==> src/scs_pkg.sv <==
// scs_pkg: shared types and constants for the sweep capture scope
// no dependencies; imported by every module of the block

package scs_pkg;

    // geometry of the capture buffer and the display
    localparam int BUFFER_WIDTH   = 128;
    localparam int DISPLAY_HEIGHT = 64;

    // field widths
    localparam int CMD_W     = 2;
    localparam int SAMPLE_W  = 12;
    localparam int COL_W     = 7;
    localparam int ROW_W     = 6;
    localparam int WINDOW_W  = 17;
    localparam int TICK_W    = 10;
    localparam int CFG_IDX_W = 1;
    localparam int CFG_DATA_W = WINDOW_W;

    // full scale of the converter
    localparam int SAMPLE_MAX = (2 ** SAMPLE_W) - 1;
    localparam int ROW_TOP    = DISPLAY_HEIGHT - 1;
    localparam int TOP_W      = $clog2(DISPLAY_HEIGHT);
    localparam int PROD_W     = SAMPLE_W + TOP_W;
    localparam int QUOT_W     = PROD_W - SAMPLE_W + 1;

    // timing state
    localparam int ELAPSED_W   = 24;
    localparam int SLOT_W      = 32;
    localparam int ADDR_W      = $clog2(BUFFER_WIDTH);
    localparam int IDX_W       = ADDR_W + 1;
    localparam int SCALE_SHIFT = $clog2(BUFFER_WIDTH);
    localparam int CMP_W       = (ELAPSED_W + SCALE_SHIFT > SLOT_W) ?
                                 (ELAPSED_W + SCALE_SHIFT) : SLOT_W;

    // register reset values
    localparam logic [WINDOW_W-1:0] WINDOW_RESET = WINDOW_W'(10000);
    localparam logic [TICK_W-1:0]   TICK_RESET   = TICK_W'(10);

    // register indexes
    localparam logic [CFG_IDX_W-1:0] CFG_WINDOW = 1'b0;
    localparam logic [CFG_IDX_W-1:0] CFG_TICK   = 1'b1;

    typedef enum logic [CMD_W-1:0] {
        CMD_TICK  = 2'd0,
        CMD_READ  = 2'd1,
        CMD_REARM = 2'd2
    } cmd_t;

    typedef enum logic [1:0] {
        ST_IDLE,
        ST_FILL,
        ST_READ
    } state_t;

    // request from the controller to the sample store
    typedef struct packed {
        logic                wr_en;
        logic [ADDR_W-1:0]   wr_addr;
        logic [SAMPLE_W-1:0] wr_data;
        logic                rd_en;
        logic [ADDR_W-1:0]   rd_addr;
    } mem_req_t;

endpackage

==> src/sweep_capture_scope.sv <==
// sweep_capture_scope: top level of the untriggered scope capture buffer
// depends on scs_pkg, scs_ctrl, scs_store, scs_row; holds the config registers
//
// channel   signals                          direction  beat taken when
// command   start busy command sample column  in        start && !busy
// result    done pixel_row frame_ready        out       done (one cycle)
// config    cfg_valid cfg_ready cfg_index     in        cfg_valid && cfg_ready
//           cfg_data
//
// tick while capturing: the fill loop makes one memory write per cycle, up to the
// buffer width, then the result shows; read: the result passes the memory read,
// multiply and divide stages; rearm, dropped tick, other: answered from idle.
// busy falls in the cycle the result shows, so the next beat can follow it.
// reset: capture armed, store reads as zero, window 10000 us, tick 10 us.
// the result side cannot stall; cfg_ready is always high.

module sweep_capture_scope (
    input  logic                            clk,
    input  logic                            rst_n,
    input  logic                            start,
    output logic                            busy,
    input  logic [scs_pkg::CMD_W-1:0]       command,
    input  logic [scs_pkg::SAMPLE_W-1:0]    sample,
    input  logic [scs_pkg::COL_W-1:0]       column,
    output logic                            done,
    output logic [scs_pkg::ROW_W-1:0]       pixel_row,
    output logic                            frame_ready,
    input  logic                            cfg_valid,
    output logic                            cfg_ready,
    input  logic [scs_pkg::CFG_IDX_W-1:0]   cfg_index,
    input  logic [scs_pkg::CFG_DATA_W-1:0]  cfg_data
);
    import scs_pkg::*;

    logic [WINDOW_W-1:0] window_reg;
    logic [TICK_W-1:0]   tick_reg;

    mem_req_t            mem_req;
    logic                rd_valid;
    logic [SAMPLE_W-1:0] rd_data;
    logic                row_valid;
    logic [ROW_W-1:0]    row_data;

    assign cfg_ready = 1'b1;

    always_ff @(posedge clk or negedge rst_n)
    begin
        if (!rst_n)
        begin
            window_reg <= WINDOW_RESET;
            tick_reg   <= TICK_RESET;
        end
        else if (cfg_valid && cfg_ready)
        begin
            unique case (cfg_index)
                CFG_WINDOW: window_reg <= cfg_data[WINDOW_W-1:0];
                CFG_TICK:   tick_reg   <= cfg_data[TICK_W-1:0];
                default:    window_reg <= window_reg;
            endcase
        end
    end

    scs_ctrl u_ctrl (
        .clk         (clk),
        .rst_n       (rst_n),
        .start       (start),
        .command     (command),
        .sample      (sample),
        .column      (column),
        .window_len  (window_reg),
        .tick_us     (tick_reg),
        .row_valid   (row_valid),
        .row_data    (row_data),
        .mem_req     (mem_req),
        .busy        (busy),
        .done        (done),
        .pixel_row   (pixel_row),
        .frame_ready (frame_ready)
    );

    scs_store u_store (
        .clk      (clk),
        .rst_n    (rst_n),
        .mem_req  (mem_req),
        .rd_valid (rd_valid),
        .rd_data  (rd_data)
    );

    scs_row u_row (
        .clk       (clk),
        .rst_n     (rst_n),
        .in_valid  (rd_valid),
        .in_sample (rd_data),
        .row_valid (row_valid),
        .row_data  (row_data)
    );

endmodule

==> src/scs_store.sv <==
// scs_store: sample memory with one write and one registered read port
// depends on scs_pkg; per-entry valid bits make unwritten entries read as zero

module scs_store (
    input  logic                          clk,
    input  logic                          rst_n,
    input  scs_pkg::mem_req_t             mem_req,
    output logic                          rd_valid,
    output logic [scs_pkg::SAMPLE_W-1:0]  rd_data
);
    import scs_pkg::*;

    logic [SAMPLE_W-1:0]     mem [BUFFER_WIDTH];
    logic [SAMPLE_W-1:0]     rdata_reg;
    logic [BUFFER_WIDTH-1:0] written_reg;
    logic                    hit_reg;
    logic                    rvalid_reg;

    always_ff @(posedge clk)
    begin
        if (mem_req.wr_en)
        begin
            mem[mem_req.wr_addr] <= mem_req.wr_data;
        end
        if (mem_req.rd_en)
        begin
            rdata_reg <= mem[mem_req.rd_addr];
        end
    end

    always_ff @(posedge clk or negedge rst_n)
    begin
        if (!rst_n)
        begin
            written_reg <= '0;
            hit_reg     <= 1'b0;
            rvalid_reg  <= 1'b0;
        end
        else
        begin
            if (mem_req.wr_en)
            begin
                written_reg[mem_req.wr_addr] <= 1'b1;
            end
            if (mem_req.rd_en)
            begin
                hit_reg <= written_reg[mem_req.rd_addr];
            end
            rvalid_reg <= mem_req.rd_en;
        end
    end

    // entries never written since reset hold zero
    assign rd_data  = hit_reg ? rdata_reg : '0;
    assign rd_valid = rvalid_reg;

endmodule

==> src/scs_row.sv <==
// scs_row: two-stage conversion of a stored sample into a display row
// depends on scs_pkg; row = top - sample*top/SAMPLE_MAX, clamped at zero

module scs_row (
    input  logic                          clk,
    input  logic                          rst_n,
    input  logic                          in_valid,
    input  logic [scs_pkg::SAMPLE_W-1:0]  in_sample,
    output logic                          row_valid,
    output logic [scs_pkg::ROW_W-1:0]     row_data
);
    import scs_pkg::*;

    logic [PROD_W-1:0]   prod_reg;
    logic                prod_valid_reg;
    logic [ROW_W-1:0]    row_reg;
    logic                row_valid_reg;

    logic [QUOT_W-1:0]   quot_est;
    logic [SAMPLE_W:0]   rem_est;
    logic [QUOT_W-1:0]   quot;
    logic [ROW_W-1:0]    row_next;

    // divide by 2^n-1: estimate by shift, remainder is low bits plus estimate,
    // at most one correction step
    always_comb
    begin
        quot_est = QUOT_W'(prod_reg >> SAMPLE_W);
        rem_est  = (SAMPLE_W+1)'(prod_reg[SAMPLE_W-1:0]) + (SAMPLE_W+1)'(quot_est);
        quot     = (rem_est >= (SAMPLE_W+1)'(SAMPLE_MAX)) ? quot_est + 1'b1 : quot_est;
        if (quot > QUOT_W'(ROW_TOP))
        begin
            row_next = '0;
        end
        else
        begin
            row_next = ROW_W'(QUOT_W'(ROW_TOP) - quot);
        end
    end

    always_ff @(posedge clk)
    begin
        if (in_valid)
        begin
            prod_reg <= PROD_W'(in_sample) * PROD_W'(ROW_TOP);
        end
        if (prod_valid_reg)
        begin
            row_reg <= row_next;
        end
    end

    always_ff @(posedge clk or negedge rst_n)
    begin
        if (!rst_n)
        begin
            prod_valid_reg <= 1'b0;
            row_valid_reg  <= 1'b0;
        end
        else
        begin
            prod_valid_reg <= in_valid;
            row_valid_reg  <= prod_valid_reg;
        end
    end

    assign row_valid = row_valid_reg;
    assign row_data  = row_reg;

endmodule

==> src/scs_ctrl.sv <==
// scs_ctrl: command sequencer, sweep timing and slot fill loop
// depends on scs_pkg; drives the store request, takes rows from scs_row

module scs_ctrl (
    input  logic                          clk,
    input  logic                          rst_n,
    input  logic                          start,
    input  logic [scs_pkg::CMD_W-1:0]     command,
    input  logic [scs_pkg::SAMPLE_W-1:0]  sample,
    input  logic [scs_pkg::COL_W-1:0]     column,
    input  logic [scs_pkg::WINDOW_W-1:0]  window_len,
    input  logic [scs_pkg::TICK_W-1:0]    tick_us,
    input  logic                          row_valid,
    input  logic [scs_pkg::ROW_W-1:0]     row_data,
    output scs_pkg::mem_req_t             mem_req,
    output logic                          busy,
    output logic                          done,
    output logic [scs_pkg::ROW_W-1:0]     pixel_row,
    output logic                          frame_ready
);
    import scs_pkg::*;

    state_t                state_reg, state_next;
    logic [ELAPSED_W-1:0]  elapsed_reg, elapsed_next;
    logic [SLOT_W-1:0]     slot_reg, slot_next;
    logic [IDX_W-1:0]      idx_reg, idx_next;
    logic                  capturing_reg, capturing_next;
    logic [SAMPLE_W-1:0]   sample_reg, sample_next;
    logic                  done_reg, done_next;
    logic [ROW_W-1:0]      row_reg, row_next;
    logic                  frame_reg, frame_next;

    logic [CMP_W-1:0]      scaled_time;
    logic                  slot_due;
    logic                  col_in_range;

    // elapsed time scaled by the buffer width against the scaled slot time
    assign scaled_time  = CMP_W'(elapsed_reg) << SCALE_SHIFT;
    assign slot_due     = (idx_reg < IDX_W'(BUFFER_WIDTH))
                          && (scaled_time > CMP_W'(slot_reg));
    assign col_in_range = 32'(column) < 32'(BUFFER_WIDTH);

    always_comb
    begin
        state_next = state_reg;
        unique case (state_reg)
            ST_IDLE:
            begin
                if (start && (command == CMD_TICK) && capturing_reg)
                begin
                    state_next = ST_FILL;
                end
                else if (start && (command == CMD_READ) && col_in_range)
                begin
                    state_next = ST_READ;
                end
            end
            ST_FILL:
            begin
                if (!slot_due)
                begin
                    state_next = ST_IDLE;
                end
            end
            ST_READ:
            begin
                if (row_valid)
                begin
                    state_next = ST_IDLE;
                end
            end
            default:
            begin
                state_next = ST_IDLE;
            end
        endcase
    end

    always_comb
    begin
        elapsed_next   = elapsed_reg;
        slot_next      = slot_reg;
        idx_next       = idx_reg;
        capturing_next = capturing_reg;
        sample_next    = sample_reg;
        done_next      = 1'b0;
        row_next       = row_reg;
        frame_next     = frame_reg;
        mem_req        = '0;
        unique case (state_reg)
            ST_IDLE:
            begin
                if (start)
                begin
                    unique case (command)
                        CMD_TICK:
                        begin
                            if (capturing_reg)
                            begin
                                elapsed_next = elapsed_reg + ELAPSED_W'(tick_us);
                                sample_next  = sample;
                            end
                            else
                            begin
                                // stopped: tick is dropped
                                done_next  = 1'b1;
                                row_next   = '0;
                                frame_next = 1'b1;
                            end
                        end
                        CMD_READ:
                        begin
                            if (col_in_range)
                            begin
                                mem_req.rd_en   = 1'b1;
                                mem_req.rd_addr = ADDR_W'(column);
                            end
                            else
                            begin
                                done_next  = 1'b1;
                                row_next   = '0;
                                frame_next = !capturing_reg;
                            end
                        end
                        CMD_REARM:
                        begin
                            elapsed_next   = '0;
                            slot_next      = '0;
                            idx_next       = '0;
                            capturing_next = 1'b1;
                            done_next      = 1'b1;
                            row_next       = '0;
                            frame_next     = 1'b0;
                        end
                        default:
                        begin
                            done_next  = 1'b1;
                            row_next   = '0;
                            frame_next = !capturing_reg;
                        end
                    endcase
                end
            end
            ST_FILL:
            begin
                if (slot_due)
                begin
                    mem_req.wr_en   = 1'b1;
                    mem_req.wr_addr = idx_reg[ADDR_W-1:0];
                    mem_req.wr_data = sample_reg;
                    slot_next       = slot_reg + SLOT_W'(window_len);
                    idx_next        = idx_reg + 1'b1;
                end
                else
                begin
                    done_next  = 1'b1;
                    row_next   = '0;
                    frame_next = 1'b0;
                    if (idx_reg >= IDX_W'(BUFFER_WIDTH))
                    begin
                        // frame complete
                        elapsed_next   = '0;
                        slot_next      = '0;
                        idx_next       = '0;
                        capturing_next = 1'b0;
                        frame_next     = 1'b1;
                    end
                end
            end
            ST_READ:
            begin
                if (row_valid)
                begin
                    done_next  = 1'b1;
                    row_next   = row_data;
                    frame_next = !capturing_reg;
                end
            end
            default:
            begin
                done_next = 1'b0;
            end
        endcase
    end

    always_ff @(posedge clk or negedge rst_n)
    begin
        if (!rst_n)
        begin
            state_reg     <= ST_IDLE;
            elapsed_reg   <= '0;
            slot_reg      <= '0;
            idx_reg       <= '0;
            capturing_reg <= 1'b1;
            done_reg      <= 1'b0;
        end
        else
        begin
            state_reg     <= state_next;
            elapsed_reg   <= elapsed_next;
            slot_reg      <= slot_next;
            idx_reg       <= idx_next;
            capturing_reg <= capturing_next;
            done_reg      <= done_next;
        end
    end

    always_ff @(posedge clk)
    begin
        sample_reg <= sample_next;
        row_reg    <= row_next;
        frame_reg  <= frame_next;
    end

    assign busy        = (state_reg != ST_IDLE);
    assign done        = done_reg;
    assign pixel_row   = row_reg;
    assign frame_ready = frame_reg;

    a_idx_bound: assert property (@(posedge clk) disable iff (!rst_n)
        idx_reg <= IDX_W'(BUFFER_WIDTH))
        else $error("write index beyond buffer");

    a_write_only_filling: assert property (@(posedge clk) disable iff (!rst_n)
        mem_req.wr_en |-> (capturing_reg && (state_reg == ST_FILL)))
        else $error("store written outside the fill loop");

    a_stopped_clear: assert property (@(posedge clk) disable iff (!rst_n)
        !capturing_reg |-> ((idx_reg == '0) && (elapsed_reg == '0) && (slot_reg == '0)))
        else $error("sweep state not cleared while stopped");

    a_row_in_read: assert property (@(posedge clk) disable iff (!rst_n)
        row_valid |-> (state_reg == ST_READ))
        else $error("row arrived outside a read");

    a_done_after_fill: assert property (@(posedge clk) disable iff (!rst_n)
        ((state_reg == ST_FILL) && !slot_due) |=> (done_reg && (state_reg == ST_IDLE)))
        else $error("fill loop ended without a result");

endmodule
==> config.mk <==
export PLATFORM = sky130hd
export DESIGN_NAME = sweep_capture_scope
export DESIGN_NICKNAME = d
export VERILOG_FILES = /design/src/scs_pkg.sv /design/src/sweep_capture_scope.sv /design/src/scs_store.sv /design/src/scs_row.sv /design/src/scs_ctrl.sv
export SDC_FILE = /design/constraint.sdc
export NUM_CORES = 2
export LEC_CHECK = 0
export ABC_AREA = 1
export ABC_CLOCK_PERIOD_IN_PS = 7300
export BUFFER_PORTS_ARGS = -buffer_cell sky130_fd_sc_hd__buf_2
export CAP_MARGIN = 20
export CORE_MARGIN = 2
export CORE_UTILIZATION = 25
export DETAILED_ROUTE_END_ITERATION = 10
export GPL_ROUTABILITY_DRIVEN = 0
export PLACE_DENSITY = 0.5
export SLEW_MARGIN = 10
export SYNTH_ARGS = -nofsm -noshare
export SYNTH_HDL_FRONTEND = slang
export SYNTH_SLANG_ARGS = --single-unit
==> constraint.sdc <==
create_clock -name clk -period 7.3 [get_ports clk]
set_input_delay 1.46 -clock clk [delete_from_list [all_inputs] [get_ports clk]]
set_output_delay 1.46 -clock clk [all_outputs]
set_load 0.01 [all_outputs]
After elaboration in Yosys (flattened, before gate mapping)

Memories as Yosys holds them, arrays and structs flattened. A register that Yosys moved wholly into a read port is not among the register bits.
Index checks and enable logic that the tools add are counted.

RAM bits: 1536
Memories kept: 1
Bits in registers: 270
Output and inout port bits: 10
Bits of input ports: 43
Logic and storage cells: 128

Add/subtract/negate cells: 6
Order comparisons: 8
Mux-type cells: 58
Equal/unequal tests: 15
Reduce and logical (&&, ||, !) cells: 19
Multipliers: 1
Bitwise gates (word level): 2

Memory list:

| memory      | depth | bits a word | read ports | clocked after memory_dff | write ports | RTL line        | text |
|---|---|---|---|---|---|---|---|
| u_store.mem | 128   | 12          | 1          | 1                        | 1           | scs_store.sv:13 | `logic [SAMPLE_W-1:0] mem [BUFFER_WIDTH];` |

Operators with widths:

| operator                                                   | count |
|---|---|
| two-way mux 32 bit                                         | 4 |
| bitwise OR 128 bit                                         | 1 |
| two-way mux 24 bit                                         | 4 |
| case mux 24 bit (2 select lines)                           | 2 |
| case mux 32 bit (2 select lines)                           | 1 |
| two-way mux 8 bit                                          | 7 |
| two-way mux 20 bit                                         | 2 |
| adder 32 x 17 -> 32 bit                                    | 1 |
| > comparator 31 x 32 -> 1 bit                              | 1 |
| adder 24 x 10 -> 24 bit                                    | 1 |
| two-way mux 6 bit                                          | 4 |
| multiplier 12 x 6 -> 18 bit, second input constant         | 1 |
| case mux 6 bit (3 select lines)                            | 1 |
| two-way mux 1 bit                                          | 17 |
| less-than comparator 7 x 8 -> 1 bit, second input constant | 2 |
| case mux 8 bit (2 select lines)                            | 1 |
| adder 12 x 6 -> 13 bit                                     | 1 |
| >= comparator 13 x 12 -> 1 bit, second input constant      | 1 |
| two-way mux 12 bit                                         | 1 |
| case mux 6 bit (2 select lines)                            | 1 |
| AND reduction 6 bit                                        | 2 |
| case mux 1 bit (3 select lines)                            | 3 |
| adder 8 x 1 -> 8 bit, second input constant                | 1 |
| >= comparator 8 bit, second input constant                 | 1 |
| 28 further kinds                                           | 48 |

Depth between registers and ports, before layout

Word-level depth: 9
Depth in mapped cells: 20
Mapped depth without buffers: 19

Modules after synthesis

From an unflattened synthesis, not the netlist that was laid out.

Cell total of the unflattened synthesis: 7221
Area total of the unflattened synthesis: 78894.4 um^2

By module, submodules not included:

| module              | sequential area each (um^2) | instances | area each (um^2) | cells an instance |
|---|---|---|---|---|
| scs_store           | 49737.7                     | 1         | 67740.0          | 5716 |
| scs_ctrl            | 2273.4                      | 1         | 7198.2           | 1079 |
| scs_row             | 770.7                       | 1         | 2846.5           | 307 |
| sweep_capture_scope | 684.4                       | 1         | 1109.8           | 119 |

Worst setup path before layout

OpenSTA, ideal clock, no wires.

Path type: register -> register
Start point: register u_ctrl.slot_reg[23]
End point: memory u_store.mem[0][10] (data pin)
Data arrival time: 4799 ps
Required time: 6502 ps
Stages on the path, launching flop included: 13
Path slack: 1703 ps
Setup time: 798 ps
Period minus slack after synthesis: 5597 ps
Path buffers: 2
Cells stage by stage: dfrtp_1 inv_1 ha_1 nand2_1 nor2_1 nand4_1 nor2_1 nand2_1 nand2_2 nand3_1 buf_2 clkbuf_1 nor2_1

RTL lines:

| element                | RTL line        | text |
|---|---|---|
| from (decl)            | scs_ctrl.sv:25  | `logic [SLOT_W-1:0] slot_reg, slot_next;` |
| from (signal assigned) | scs_ctrl.sv:201 | `slot_reg <= slot_next;` |
| to (decl)              | scs_store.sv:13 |  |

Final worst setup path

Start point: register u_store.hit_reg
End point: register u_row.prod_reg[15] (data pin)

Longest elaborated chain between the ends: 2

RTL lines:

| element                     | RTL line        | text |
|---|---|---|
| from (decl)                 | scs_store.sv:16 | `logic hit_reg;` |
| from (signal assigned)      | scs_store.sv:47 | `hit_reg <= written_reg[mem_req.rd_addr];` |
| two-way mux 12 bit          | scs_store.sv:54 | `assign rd_data = hit_reg ? rdata_reg : '0;` |
| multiplier 12 x 6 -> 18 bit | scs_row.sv:45   | `prod_reg <= PROD_W'(in_sample) * PROD_W'(ROW_TOP);` |
| to (signal assigned)        | scs_row.sv:45   |  |
| to (decl)                   | scs_row.sv:14   | `logic [PROD_W-1:0] prod_reg;` |

Every way passes these cells.
A chain may end at the register's enable or synchronous reset.

==> flow_metrics.env <==
export IMPL_cts_htree_levels=4
export IMPL_drive_gt1_share_pct=7.58
export IMPL_dr_first_iter_drc_count=4649
export IMPL_vias=53900
export IMPL_whs_endpoint="u_store.written_reg[30]"
export IMPL_crit_path_end_kind="flip-flop"
export IMPL_outcome="finished clean"
export IMPL_rows=208
export IMPL_place_area_mm2=0.0857
export IMPL_yosysMostFrequentCell="edfxtp_1"
export IMPL_die_area_mm2=0.327
export IMPL_synth_edf_count=1591
export IMPL_path_buf_inv=1
export IMPL_ys_top_cells_by_area="edfxtp_1, nand2_1, nand3_1"
export IMPL_wire_per_inst_um=19.9
export IMPL_grt_setup_unrepaired="no"
export IMPL_grt_pass1_wl_um=348000
export IMPL_period_share_pct=66.9
export IMPL_grt_max_degree=201
export IMPL_final_nets=7429
export IMPL_clockBufferDepth=3
export IMPL_postCtsSetupBuffers=0
export IMPL_cts_tree="built"
export IMPL_cp_required_ps=7890
export IMPL_cts_buffers=199
export IMPL_dp_hpwl_um=136000
export IMPL_cp_top_family="adder cells"
export IMPL_syn_to_final_growth_pct=14.1
export IMPL_worstSetupStartpointType="flip-flop"
export IMPL_synth_async_sr_flop_share_pct=12.5
export IMPL_drcViolationCount=0
export IMPL_slew_headroom_pct=24.5
export IMPL_die_y_um=572
export IMPL_worst_slew_pin_slew_ps=1130
export IMPL_setup_tns_ps=0
export IMPL_clock_latency_ps=850
export IMPL_irDropWorstVdd_uv=257
export IMPL_start_util_pct=25.1
export IMPL_cts_root_buf="clkbuf_16"
export IMPL_synth_seq_cells=1818
export IMPL_holdPathStages=2
export IMPL_synthesis_area_mm2=0.0807
export IMPL_max_clock_freq_mhz=205
export IMPL_syn_inst=7330
export IMPL_synthTopCellsByCount="edfxtp_1, nand2_1, inv_1"
export IMPL_rrSetupSlack_ps=2420
export IMPL_cp_cell_sequence="nand2_1 -> fa_1 -> fa_1 -> inv_1 -> fa_1 -> ha_1 -> a21oi_1 -> nand2_1 -> a21oi_1 -> o21ai_0 -> nand2_1 -> nand2_1 -> nand2_1 -> nand2_1 -> nand3_1 -> nand2_1 -> xor2_1"
export IMPL_slowest_delay_ps=850
export IMPL_grt_pass1_vias=52500
export IMPL_synth_seq_area_share_pct=66.2
export IMPL_slew_viol_final=0
export IMPL_chipWidth_um=572
export IMPL_grt_ovfl_total=0
export IMPL_max_cap_viol_count=0
export IMPL_hp_class="flip-flop to flip-flop"
export IMPL_fin_crit_ps=4880
export IMPL_postLayoutCoreUtil_pct=28.7
export IMPL_finalSetupViolations=0
export IMPL_worstReg2RegEnd="u_row.prod_reg[15]"
export IMPL_largest_register_ffs=1536
export IMPL_port_buffers=51
export IMPL_synth_flop_cell="edfxtp_1"
export IMPL_skew_ps=26.8
export IMPL_core_area_mm2=0.321
export IMPL_yosysWarnings=0
export IMPL_antenna_found_initial=6
export IMPL_avgSynthCellArea_um2=11.0
export IMPL_ant_nets=0
export IMPL_slowest_stage="dfrtp_1"
export IMPL_cts_resized=0
export IMPL_io_pins=53
export IMPL_design_area_mm2=0.0921
export IMPL_critPathMostFrequentCell="nand2_1"
export IMPL_vias_per_cell=4.59
export IMPL_finalHoldViolCount=0
export IMPL_grt_usage_pct=14.0
export IMPL_synthDistinctLibCells=49
export IMPL_reg2regPathDepth=17
export IMPL_hp_start="u_store.written_reg[30]"
export IMPL_worst_setup_path_type="flip-flop to flip-flop"
export IMPL_dr_pass1_iters=6
export IMPL_cts_hold_buf=0
export IMPL_crit_fanout=13
export IMPL_p_leak_nw=38.5
export IMPL_yosys_area_top_type="edfxtp_1"
export IMPL_cts_sinks=1818
export IMPL_synth_top_area_share_pct=59.2
export IMPL_cts_clk_slew_worst_paths_ps=60
export IMPL_drt_wl_total_um=233000
export IMPL_synth_net_count=7498
export IMPL_arrival_ps=5470
export IMPL_pwr_density_cell_mw_per_mm2=274
export IMPL_timing_rr_start="u_store.hit_reg"
==> worst max path at each step <==
| stage | from | endpoint | slack, ps | cells after the start |
|---|---|---|---|---|
| after floorplan | u_ctrl.slot_reg[23] | u_store.mem[0][10] | 1700 | 12 |
| after global placement | command[1] | u_store.rdata_reg[1] | 1820 | 15 |
| after detailed placement | command[1] | u_store.rdata_reg[3] | 1820 | 15 |
| after CTS | u_store.hit_reg | u_row.prod_reg[15] | 2400 | 17 |
| after global routing | u_store.hit_reg | u_row.prod_reg[15] | 2090 | 17 |
| final | u_store.hit_reg | u_row.prod_reg[15] | 2420 | 17 |
==> cell type report <==
cell class | instances | area [µm²]
inverters | 1135 | 4280
fillers | 33000 | 229000
multi-input cells | 3961 | 21300
diodes | 3 | 7.51
clock inverters | 101 | 946
clock buffers | 269 | 5410
well taps | 4305 | 5390
flip-flops and latches | 1818 | 53500
repair buffers | 146 | 1350
==> placed cells by master, fill, tap and decap left out, types with 4 or more instances in the layout <==
cell        count
nor2_2         11
buf_4          66
o211ai_1      658
o21bai_1        4
nor2_1        109
dfrtp_1       219
dfstp_2         8
buf_2          50
inv_1        1124
clkinv_2       29
clkinvlp_4      7
inv_2           5
a21o_1          5
nand3_1      1108
or2_2          75
buf_12         28
inv_6           7
nand4_1        31
edfxtp_1     1591
ha_1           91
nand2_1      1529
bufinv_16      13
a31oi_1         8
nor3_1         21
o21a_1          6
xnor2_1        14
clkbuf_1       53
o31ai_1         7
xor2_1         34
nor4_1          4
clkbuf_16     199
fa_1           34
nor2_4         15
a21oi_1        62
clkbuf_8       17
mux2_2          7
clkinv_1       40
inv_16          4
o21ai_0        98
==> worst min-delay path: cells and delay by family (launching register included) <==
| kind | cells | cell delay (ps) |
|---|---|---|
| flops | 1 | 320 |
| buf+inv | 1 | 50 |
| simple gates | 1 | 50 |
==> power by group <==
| group | leakage, nW | internal [mW] | total [mW] | switching [mW] |
|---|---|---|---|---|
| registers | 19.1 | 11.7 | 11.9 | 0.156 |
| logic | 16.4 | 0.968 | 3.46 | 2.49 |
| clock network | 3.09 | 5.66 | 9.88 | 4.22 |
==> logic make-up after synthesis <==
family	after synthesis	synth area share, %
XOR/XNOR	48	0.521
other	1	0.00465
adder cells (fa/ha/maj)	125	2.25
AND/OR/NAND/NOR	2916	15.7
flip-flops	1818	66.2
AO/OA/AOI/OAI	864	7.53
multiplexers	7	0.0977
buffers and inverters	1551	7.65
==> metrics by stage <==
step | power, mW | setup slack [ps] | hold slack, ps | cells
after floorplan | 14.3 | 1700 | 422 | 7330
after global placement | 15.5 | 1820 | 433 | 11400
after detailed placement | 15.6 | 1820 | 437 | 11400
after CTS | 25.4 | 2400 | 451 | 11700
after global routing | 26.2 | 2090 | 459 | 11700
final | 25.2 | 2420 | 448 | 11700
==> routing by layer <==
layer  up-vias  GRT usage [%]  routed length [µm]  share of wire [%]
li1      25200              -                   -                  -
met1     26900           18.7              103000                 44
met2      1518           23.5              112000                 48
met3       356           1.88               11700                5.0
met4         0           4.68                7180                3.1
met5         -              0                   0                  0
No activity file was read; power rests on OpenSTA's default activity.
